$ cat config.mk
export PLATFORM = sky130hd
export DESIGN_NAME = uftc_ctrl
export DESIGN_NICKNAME = d
export VERILOG_FILES = /design/src/hdl/uftc_pkg.sv /design/src/hdl/uftc_ctrl.sv
export SDC_FILE = /design/constraint.sdc
export NUM_CORES = 1
export LEC_CHECK = 0
export ABC_AREA = 1
export BUFFER_PORTS_ARGS = -buffer_cell sky130_fd_sc_hd__buf_2
export CORE_AREA = 2 2 39 41
export DETAILED_ROUTE_END_ITERATION = 7
export DIE_AREA = 0 0 41 43
export MAX_ROUTING_LAYER = met4
export SKIP_CTS_REPAIR_TIMING = 1
export SYNTH_ARGS = -nofsm -noshare
export SYNTH_HDL_FRONTEND = slang
export SYNTH_SLANG_ARGS = --single-unit
$ cat constraint.sdc
create_clock -name clk_i -period 1.15 [get_ports clk_i]
set_input_delay 0 -clock clk_i [delete_from_list [all_inputs] [get_ports clk_i]]
set_output_delay 0 -clock clk_i [all_outputs]
set_load 0.03 [all_outputs]
$ cat src/hdl/uftc_pkg.sv
package uftc_pkg;

  localparam int unsigned TableDepth = 1024;
  localparam int unsigned SlotW      = $clog2(TableDepth);
  localparam int unsigned MaxProbe   = 8;
  localparam int unsigned ProbeW     = $clog2(MaxProbe + 1);

  localparam logic [3:0]  MinHdrWords = 4'd5;   // 20 bytes
  localparam logic [7:0]  ProtoUdp    = 8'd17;
  localparam logic [15:0] GapReset    = 16'd10;
  localparam logic [31:0] HashMul     = 32'h045D9F3B;
  localparam logic [31:0] Sat32       = 32'hFFFF_FFFF;
  localparam logic [10:0] FlowMax     = 11'd2047;

  localparam logic [2:0] StBadHdr = 3'd0;
  localparam logic [2:0] StNotUdp = 3'd1;
  localparam logic [2:0] StExist  = 3'd2;
  localparam logic [2:0] StNew    = 3'd3;
  localparam logic [2:0] StFull   = 3'd4;

  localparam int unsigned RegGap = 0;

  typedef struct packed {
    logic [3:0]  header_len_words;
    logic [7:0]  ip_protocol;
    logic [31:0] source_addr;
    logic [31:0] dest_addr;
    logic [15:0] source_port;
    logic [15:0] dest_port;
    logic [31:0] now_ms;
  } in_item_t;

  typedef struct packed {
    logic [2:0]  status;
    logic        install_request;
    logic        first_attempt;
    logic [9:0]  flow_slot;
    logic [31:0] packet_count;
    logic [31:0] attempt_total;
    logic [31:0] install_total;
    logic [31:0] rule_source_addr;
    logic [31:0] rule_dest_addr;
    logic [15:0] rule_source_port;
    logic [15:0] rule_dest_port;
  } out_item_t;

  // controller -> datapath
  typedef struct packed {
    logic clear;     // clear one valid bit of the post-reset pass
    logic load;      // latch input item
    logic hash2;     // second hash step
    logic probe_rd;  // issue read of probe slot
    logic probe_chk; // evaluate returned slot
    logic commit;    // update entry and build result
  } dp_cmd_t;

  // datapath -> controller
  typedef struct packed {
    logic clr_last;  // clearing pass at its last slot
    logic early;     // bad header or not UDP
    logic done;      // probe search finished
  } dp_sts_t;

endpackage

$ cat src/hdl/uftc_ctrl.sv
module uftc_ctrl
  import uftc_pkg::*;
(
  input  logic    clk_i,
  input  logic    rst_ni,
  input  logic    in_valid_i,
  output logic    in_ready_o,
  output logic    out_valid_o,
  input  logic    out_ready_i,
  input  dp_sts_t sts_i,
  output dp_cmd_t cmd_o
);

  typedef enum logic [2:0] {
    S_CLEAR, S_IDLE, S_HASH, S_READ, S_CHECK, S_COMMIT
  } state_e;

  state_e state_q;
  logic   out_valid_q;
  logic   out_valid_d;

  // a new item may be taken while the result waits, commit waits for room
  assign in_ready_o  = (state_q == S_IDLE);
  assign out_valid_o = out_valid_q;

  always_comb begin
    cmd_o = '0;
    cmd_o.clear     = (state_q == S_CLEAR);
    cmd_o.load      = in_valid_i && in_ready_o;
    cmd_o.hash2     = (state_q == S_HASH);
    cmd_o.probe_rd  = (state_q == S_READ);
    cmd_o.probe_chk = (state_q == S_CHECK);
    cmd_o.commit    = (state_q == S_COMMIT) && (sts_i.early || sts_i.done) &&
                      (!out_valid_q || out_ready_i);
  end

  // result valid: set by commit, cleared by an output transfer
  always_comb begin
    out_valid_d = out_valid_q;
    if (out_valid_q && out_ready_i) out_valid_d = 1'b0;
    if (cmd_o.commit) out_valid_d = 1'b1;
  end

  always_ff @(posedge clk_i or negedge rst_ni) begin
    if (!rst_ni) begin
      state_q     <= S_CLEAR;
      out_valid_q <= 1'b0;
    end else begin
      out_valid_q <= out_valid_d;
      case (state_q)
        S_CLEAR:  if (sts_i.clr_last) state_q <= S_IDLE;
        S_IDLE:   if (in_valid_i) state_q <= S_HASH;
        S_HASH:   state_q <= sts_i.early ? S_COMMIT : S_READ;
        S_READ:   state_q <= S_CHECK;
        S_CHECK:  state_q <= S_COMMIT;
        S_COMMIT: begin
          if (!sts_i.early && !sts_i.done) begin
            state_q <= S_READ;
          end else if (cmd_o.commit) begin
            state_q <= S_IDLE;
          end
        end
        default:  state_q <= S_IDLE;
      endcase
    end
  end

  assert property (@(posedge clk_i) disable iff (!rst_ni)
    out_valid_q && !out_ready_i |=> out_valid_q)
    else $error("result dropped while stalled");
  assert property (@(posedge clk_i) disable iff (!rst_ni)
    cmd_o.commit |=> out_valid_q)
    else $error("commit without result");
  assert property (@(posedge clk_i) disable iff (!rst_ni)
    !(cmd_o.load && cmd_o.commit))
    else $error("load during commit");

endmodule

* After elaboration in Yosys (flattened, before gate mapping)
Index checks and enable logic that the tools add are counted.
** Word-level totals
- Register bits after elaboration :: 4
- Output and inout port bits :: 8
** Operators by class
- Muxes and demuxes :: 8
- Reductions and logical operators :: 13
- Eq/ne operators :: 8
** Operators by type and width (number)
- $pmux 3 s6 :: 1
- $mux 3 :: 5
- $eq 3x2->1 const B :: 2
- $eq 3x3->1 const B :: 2
- $logic_and 1x1->1 :: 5
- $ne 2x2->1 const B :: 2
- $eq 3x1->1 const B :: 1
- $logic_not 1->1 :: 3
- $logic_not 3->1 :: 1
- $ne 3x2->1 const B :: 1
- $reduce_and 3->1 :: 1
- $logic_or 1x1->1 :: 2
- $mux 1 :: 2
- $reduce_bool 2->1 :: 1

* Depth between registers and ports, before layout
Gate-level depths: netlist (run 1).
- Depth after elaboration :: 6
- Depth in mapped cells :: 7
- Depth with buffers taken out :: 7

* Least setup slack after synthesis (run 1)
No wires, ideal clock.
- Path kind :: reg-to-reg
- From :: reg state_q[2]
- To :: reg state_q[2]
- Slack :: -0.397 ns
- Stages on the path, launching flop included :: 5
- Data arrival time :: 1.479 ns
- Setup time :: 0.068 ns
- Clock period less this slack :: 1.547 ns
- Buffers on the path :: 0
- Path through :: dfrtp_1 > inv_1 > nor3_1 > o21ai_0 > nand2_1
** RTL lines
- start, declared :: RTL line uftc_ctrl.sv:18 : state_e state_q;
- start signal, assigned :: RTL line uftc_ctrl.sv:53 : S_HASH: state_q <= sts_i.early ? S_COMMIT : S_READ;

==> metrics.csv, run 1 <==
metric;value;unit
CP max-delay cell;sky130_fd_sc_hd__dfrtp_1;
die width;41;microns
post-synthesis net count;59;
clock latency at the later pin of the worst-skew pair;230;ps
total routing resource utilization after global routing;11.9;%
TritonCTS Sinks;4;
CP Max Fanout;5;
Max-Slew Margin vs Limit;78.0;%
Antenna Cells;0;
TritonCTS Buffers;3;
Final Cycle Share;106;%
starting density of the core;23.2;%
average via count per standard cell;4.43;
register clock-pin slew on the reported worst setup and hold paths;30;ps
worst-path cell chain;inv_2 > nor2_4 > nand2_2 > buf_6 > nor2_4 > buf_6;
commonest non-fill, non-tap cells in the layout;sky130_fd_sc_hd__buf_6, sky130_fd_sc_hd__nand2_1, sky130_fd_sc_hd__nor2_1, sky130_fd_sc_hd__buf_2, sky130_fd_sc_hd__buf_4;
Fmax;821;MHz
total wirelength of the detailed-routed design;1040;microns
violated checks;setup timing;
number of synthesized register bits;4;
H-tree lvl count;1;
number of hold violations in the final report;0;
placed wire-length estimate;706;microns
setup-violating endpoint count in the final report;6;
cell total after placement;87;
unrepaired setup endpoints after global routing;yes;
TritonCTS clock tree;built;
synthesis-to-layout area growth;112;%
smallest setup slack after layout;-67.4;ps
number of max-slew violations in the final report;0;
floorplan die height;43;microns
routed wire length per instance;10.9;microns
DRC violations left;0;
crit start category;flop;
Worst Hold Slack;66.6;ps
maximum resistive drop on vdd;1.29;mV
final non-filler cell total;96;
area of the core;1380;sq um
Total Die Area;1760;sq um
global route overflow;0;
number of search-and-repair iterations in the first detailed-routing pass;2;
count of synthesis-stage warnings from yosys;0;
PortBufs;14;
synthesized area per cell;6.31;sq um
Vias;425;
part of the Yosys area used for sequential elements;31.1;%
Worst Tran Pin Value;328;ps
number of global-route vias before repair;373;
antenna violations before repair;0;
wire length of the first global-routing pass;1360;microns
cell area after technology mapping;322;sq um
maximum number of pins on one net before global-route repair;7;
max_cap viols;0;
Critical Path AT;1220;ps
P_leak;0.000354;uW
fraction of final layout cells sized beyond drive strength 1;62.5;%
result of the run;finished with violations;
final setup skew;0.146;ps
count of antenna-violating nets left after detailed routing;0;
DRC marker count from the first detailed-route iteration;3;
library cells used by synthesis;15;
Mapped Cells;51;
most common cell after layout, fill and taps aside;sky130_fd_sc_hd__buf_6;
kind of end point of the critical path;primary output;
Boundary Pins;15;
required time at the worst-slack endpoint;1150;ps
critical path type;reg2out;
Root Buffer;sky130_fd_sc_hd__clkbuf_4;
critical path's largest stage delay;370;ps
minimum clock period;1220;ps
Max Root-Sink Buffers;2;
row count;14;
number of nets in the final layout;90;
Place WS;-16.9;ps
areal power density over the cells;2590;nW/um^2
path type of the worst min-delay path;in2reg;
GP Congestion;0.885;
-- cell type report --
cell class / instances / area (sq um)
sequential: 4 / 103
inverter: 9 / 36.3
timing repair buffer: 27 / 241
fill: 141 / 701
clock buffer: 3 / 22.5
tap: 16 / 20.0
multi-input combinational: 37 / 260
-- synth_stat cells --
cell	count	area [sq um]
sky130_fd_sc_hd__nor2_1	10	37.5
sky130_fd_sc_hd__nor2_4	1	11.3
sky130_fd_sc_hd__nand3_1	4	20.0
sky130_fd_sc_hd__o21ai_0	2	10.0
sky130_fd_sc_hd__nand3b_1	2	15.0
sky130_fd_sc_hd__o21ai_1	1	5.00
sky130_fd_sc_hd__inv_2	2	7.51
sky130_fd_sc_hd__inv_1	7	26.3
sky130_fd_sc_hd__buf_4	1	7.51
sky130_fd_sc_hd__nand2_2	1	6.26
sky130_fd_sc_hd__nand2_1	11	41.3
sky130_fd_sc_hd__nor2_2	1	6.26
sky130_fd_sc_hd__nor3_1	3	15.0
sky130_fd_sc_hd__dfrtp_1	4	100
sky130_fd_sc_hd__ha_1	1	12.5
-- report_power, final --
| group | switching (uW) | leakage, uW | total, uW | internal [uW] |
|---|---|---|---|---|
| Combinational | 732 | 0.000290 | 1360 | 630 |
| Clock | 49.3 | 0.0000138 | 165 | 116 |
| Sequential | 51.1 | 0.0000498 | 242 | 191 |
| Total | 832 | 0.000354 | 1770 | 937 |
-- per-stage QoR --
step                total power, uW  utilization (%)  TNS (ps)  instance area, sq um
detailed placement             1080             33.8     -16.9                   468
global placement               1070             33.8         0                   468
global route                   1900             49.4      -886                   683
floorplan                       797                -     -77.9                   333
CTS                            1250             35.4      -904                   490
finish                         1770             49.4      -272                   683
-- worst paths after layout --
check                      depth (start not counted)  slack (ps)     endpoint         from
setup / recovery                                   6         -70     cmd_o[4]   state_q[0]
hold / removal                                     4          70  out_valid_o  out_ready_i
setup reg to reg                                   7         -60   state_q[0]   state_q[1]
hold reg to reg                                    2         520  out_valid_o  out_valid_o
max in group asynchronous                          2         920   state_q[1]       rst_ni
min in group asynchronous                          2         100  out_valid_o       rst_ni
-- critical path, delay by kind of cell, from the launching register on --
kind	cells	cell delay, ps
buffers and inverters	3	310
flip-flops	1	370
AND/OR/NAND/NOR	3	300
-- sequential cells by signal, summed over array words and instances, names as in the netlist --
signal       cells
state_q          3
out_valid_o      1
-- logic make-up after synthesis --
family | after synthesis | synth area share [%]
AO/OA/AOI/OAI | 3 | 4.67
AND/OR/NAND/NOR | 33 | 47.5
flip-flops | 4 | 31.1
adder cells (fa/ha/maj) | 1 | 3.89
buffers and inverters | 10 | 12.8
-- routing by layer --
metal | global-route usage [%] | routed length, microns
met3 | 3.14 | 40
met5 | - | 0
met4 | 8.00 | 0
met2 | 17.8 | 601
met1 | 13.1 | 401
(Power assumes the default switching activity.)
==> inputs of run 2 (changes only) <==
--- a/config.mk
+++ b/config.mk
@@ -6,12 +6,13 @@
 export NUM_CORES = 1
 export LEC_CHECK = 0
 export ABC_AREA = 1
-export BUFFER_PORTS_ARGS = -buffer_cell sky130_fd_sc_hd__buf_2
 export CORE_AREA = 2 2 39 41
 export DETAILED_ROUTE_END_ITERATION = 7
 export DIE_AREA = 0 0 41 43
+export DONT_BUFFER_PORTS = 1
 export MAX_ROUTING_LAYER = met4
 export SKIP_CTS_REPAIR_TIMING = 1
+export SLEW_MARGIN = 20
 export SYNTH_ARGS = -nofsm -noshare
 export SYNTH_HDL_FRONTEND = slang
 export SYNTH_SLANG_ARGS = --single-unit
==> run 2 against run 1 <==
Effect of this change:
- register-to-register slack about the same
- sequential share of layout area up 2.8 points
- via count down 12%
- the run ends with hold timing, setup timing left
==> metrics.csv, run 2 (synthesized netlist as in run 1, its figures left out) <==
metric;value;unit;change
result of the run;finished with violations;;
violated checks;hold timing, setup timing;;
worst-path cell chain;inv_2 > nor2_4 > nand2_2 > buf_6 > inv_1;;
clock latency at the later pin of the worst-skew pair;230;ps;about the same
Final Cycle Share;110;%;+4.0 points
TritonCTS clock tree;built;;
die width;41;microns;unchanged
Worst Hold Slack;-5.74;ps;-72.4 ps
critical path's largest stage delay;410;ps;+40 ps
post-layout util;41.5;%;-7.9 points
critical path type;reg2out;;
Vias;375;;-12%
Antenna Cells;0;;unchanged
TritonCTS Sinks;4;;unchanged
number of search-and-repair iterations in the first detailed-routing pass;2;;unchanged
count of antenna-violating nets left after detailed routing;0;;unchanged
Boundary Pins;15;;unchanged
unrepaired setup endpoints after global routing;yes;;
crit start category;flop;;
area of the core;1380;sq um;unchanged
Hold Path Stages;3;;-1
Critical Path AT;1260;ps;+40 ps
beginning of the worst register-to-register path;state_q[1];;
Total Die Area;1760;sq um;unchanged
starting density of the core;23.2;%;unchanged
DRC violations left;0;;unchanged
total wirelength of the detailed-routed design;838;microns;-20%
number of global-route vias before repair;306;;-18%
number of max-slew violations in the final report;0;;unchanged
global-route track usage on met2;14.7;%;-3.1 points
floorplan die height;43;microns;unchanged
cell total after placement;78;;-10%
final non-filler cell total;86;;-10%
register clock-pin slew on the reported worst setup and hold paths;40;ps;about the same
flip-flop count of the largest register, all copies and words added;3;;unchanged
Root Buffer;sky130_fd_sc_hd__clkbuf_4;;
PortBufs;0;;-14
kind of end point of the critical path;primary output;;
CP startpoint;state_q[0];;
path type of the worst min-delay path;in2reg;;
commonest non-fill, non-tap cells in the layout;sky130_fd_sc_hd__nand2_1, sky130_fd_sc_hd__buf_4, sky130_fd_sc_hd__nor2_1, sky130_fd_sc_hd__buf_6;;
average via count per standard cell;4.36;;-1.5%
Max Root-Sink Buffers;2;;unchanged
global-route met1 utilization;13.5;%;+0.37 points
most common cell after layout, fill and taps aside;sky130_fd_sc_hd__nand2_1;;
minimum clock period;1260;ps;+46.0 ps
max_cap viols;0;;unchanged
smallest setup slack after layout;-113;ps;-46.0 ps
hold path start;out_ready_i;;
synthesis-to-layout area growth;78.6;%;
areal power density over the cells;2670;nW/um^2;+3.2%
setup-violating endpoint count in the final report;6;;unchanged
GP Congestion;0.827;;-6.6%
register with the most flip-flops;state_q;;
final setup skew;1.50;ps;+1.36 ps
DRC marker count from the first detailed-route iteration;3;;unchanged
busiest grt layer;met2;;
total routing resource utilization after global routing;10.9;%;-1.0 points
CP max-delay cell;sky130_fd_sc_hd__dfrtp_1;;
row count;14;;unchanged
depth of the most critical reg-to-reg path;6;;-1
number of hold violations in the final report;1;;+1
global route overflow;0;;unchanged
antenna violations before repair;0;;unchanged
wire length of the first global-routing pass;1240;microns;-9.1%
P_leak;0.000304;uW;-14%
maximum resistive drop on vdd;1.08;mV;-17%
TritonCTS Buffers;3;;unchanged
Worst Tran Pin Value;259;ps;-69.0 ps
placed wire-length estimate;658;microns;-6.8%
fraction of final layout cells sized beyond drive strength 1;50.0;%;-13 points
CP Max Fanout;5;;unchanged
Fmax;792;MHz;-3.6%
H-tree lvl count;1;;unchanged
required time at the worst-slack endpoint;1150;ps;about the same
Max-Slew Margin vs Limit;82.7;%;+4.7 points
number of nets in the final layout;80;;-11%
maximum number of pins on one net before global-route repair;7;;unchanged
routed wire length per instance;9.74;microns;-10%
met3 Resource Use GR;2.62;%;-0.52 points
[run 2: cell count changes in the layout (fill, tap and decap cells not counted), sizes merged]
cell	change
buf	-11
dlygate4sd3	+1
[run 2: metal layers]
| layer | routed length, microns | part of all wire (%) | vias to the layer above |
|---|---|---|---|
| li1 | - | - | 196 |
| met1 | 331 | 39 | 171 |
| met2 | 457 | 55 | 8 |
| met3 | 48 | 5.7 | 0 |
| met4 | 0 | 0 | 0 |
| met5 | 0 | 0 | - |
[run 2: layout make-up]
class	instances	area (sq um)
clock buffers	3	22.5
inverters	9	38.8
repair buffers	17	159
flip-flops and latches	4	103
well taps	16	20.0
fillers	143	810
multi-input cells	37	231
[run 2: through the flow]
step	worst slack, ps	area [sq um]	setup TNS, ps	hold WS, ps	total power, uW
global placement	-18.4	435	-18.4	-296	1080
finish	-113	574	-409	-5.74	1540
global route	-186	574	-989	10.1	1670
CTS	-175	458	-885	-540	1260
detailed placement	-48.6	435	-48.6	-296	1090
floorplan	-44.9	333	-77.9	-296	797
[run 2: path summary, 6_finish.rpt]
check / slack (ps) / end
max reg2reg: -50 / state_q[0]
max in group asynchronous: 930 / state_q[1]
min: -6 / out_valid_o
max: -110 / in_ready_o
min reg2reg: 540 / out_valid_o
min in group asynchronous: 40 / out_valid_o
[run 2: worst max-delay path: cells and delay by family (launching register included)]
| kind | cells | cell delay (ps) |
|---|---|---|
| buffers and inverters | 3 | 400 |
| DFF | 1 | 410 |
| and+or+nand+nor | 2 | 220 |
[run 2: report_power, final]
part / total (uW) / switching (uW) / internal [uW]
sequential: 257 / 66.1 / 191
combinational: 1110 / 622 / 491
clock: 165 / 48.6 / 116
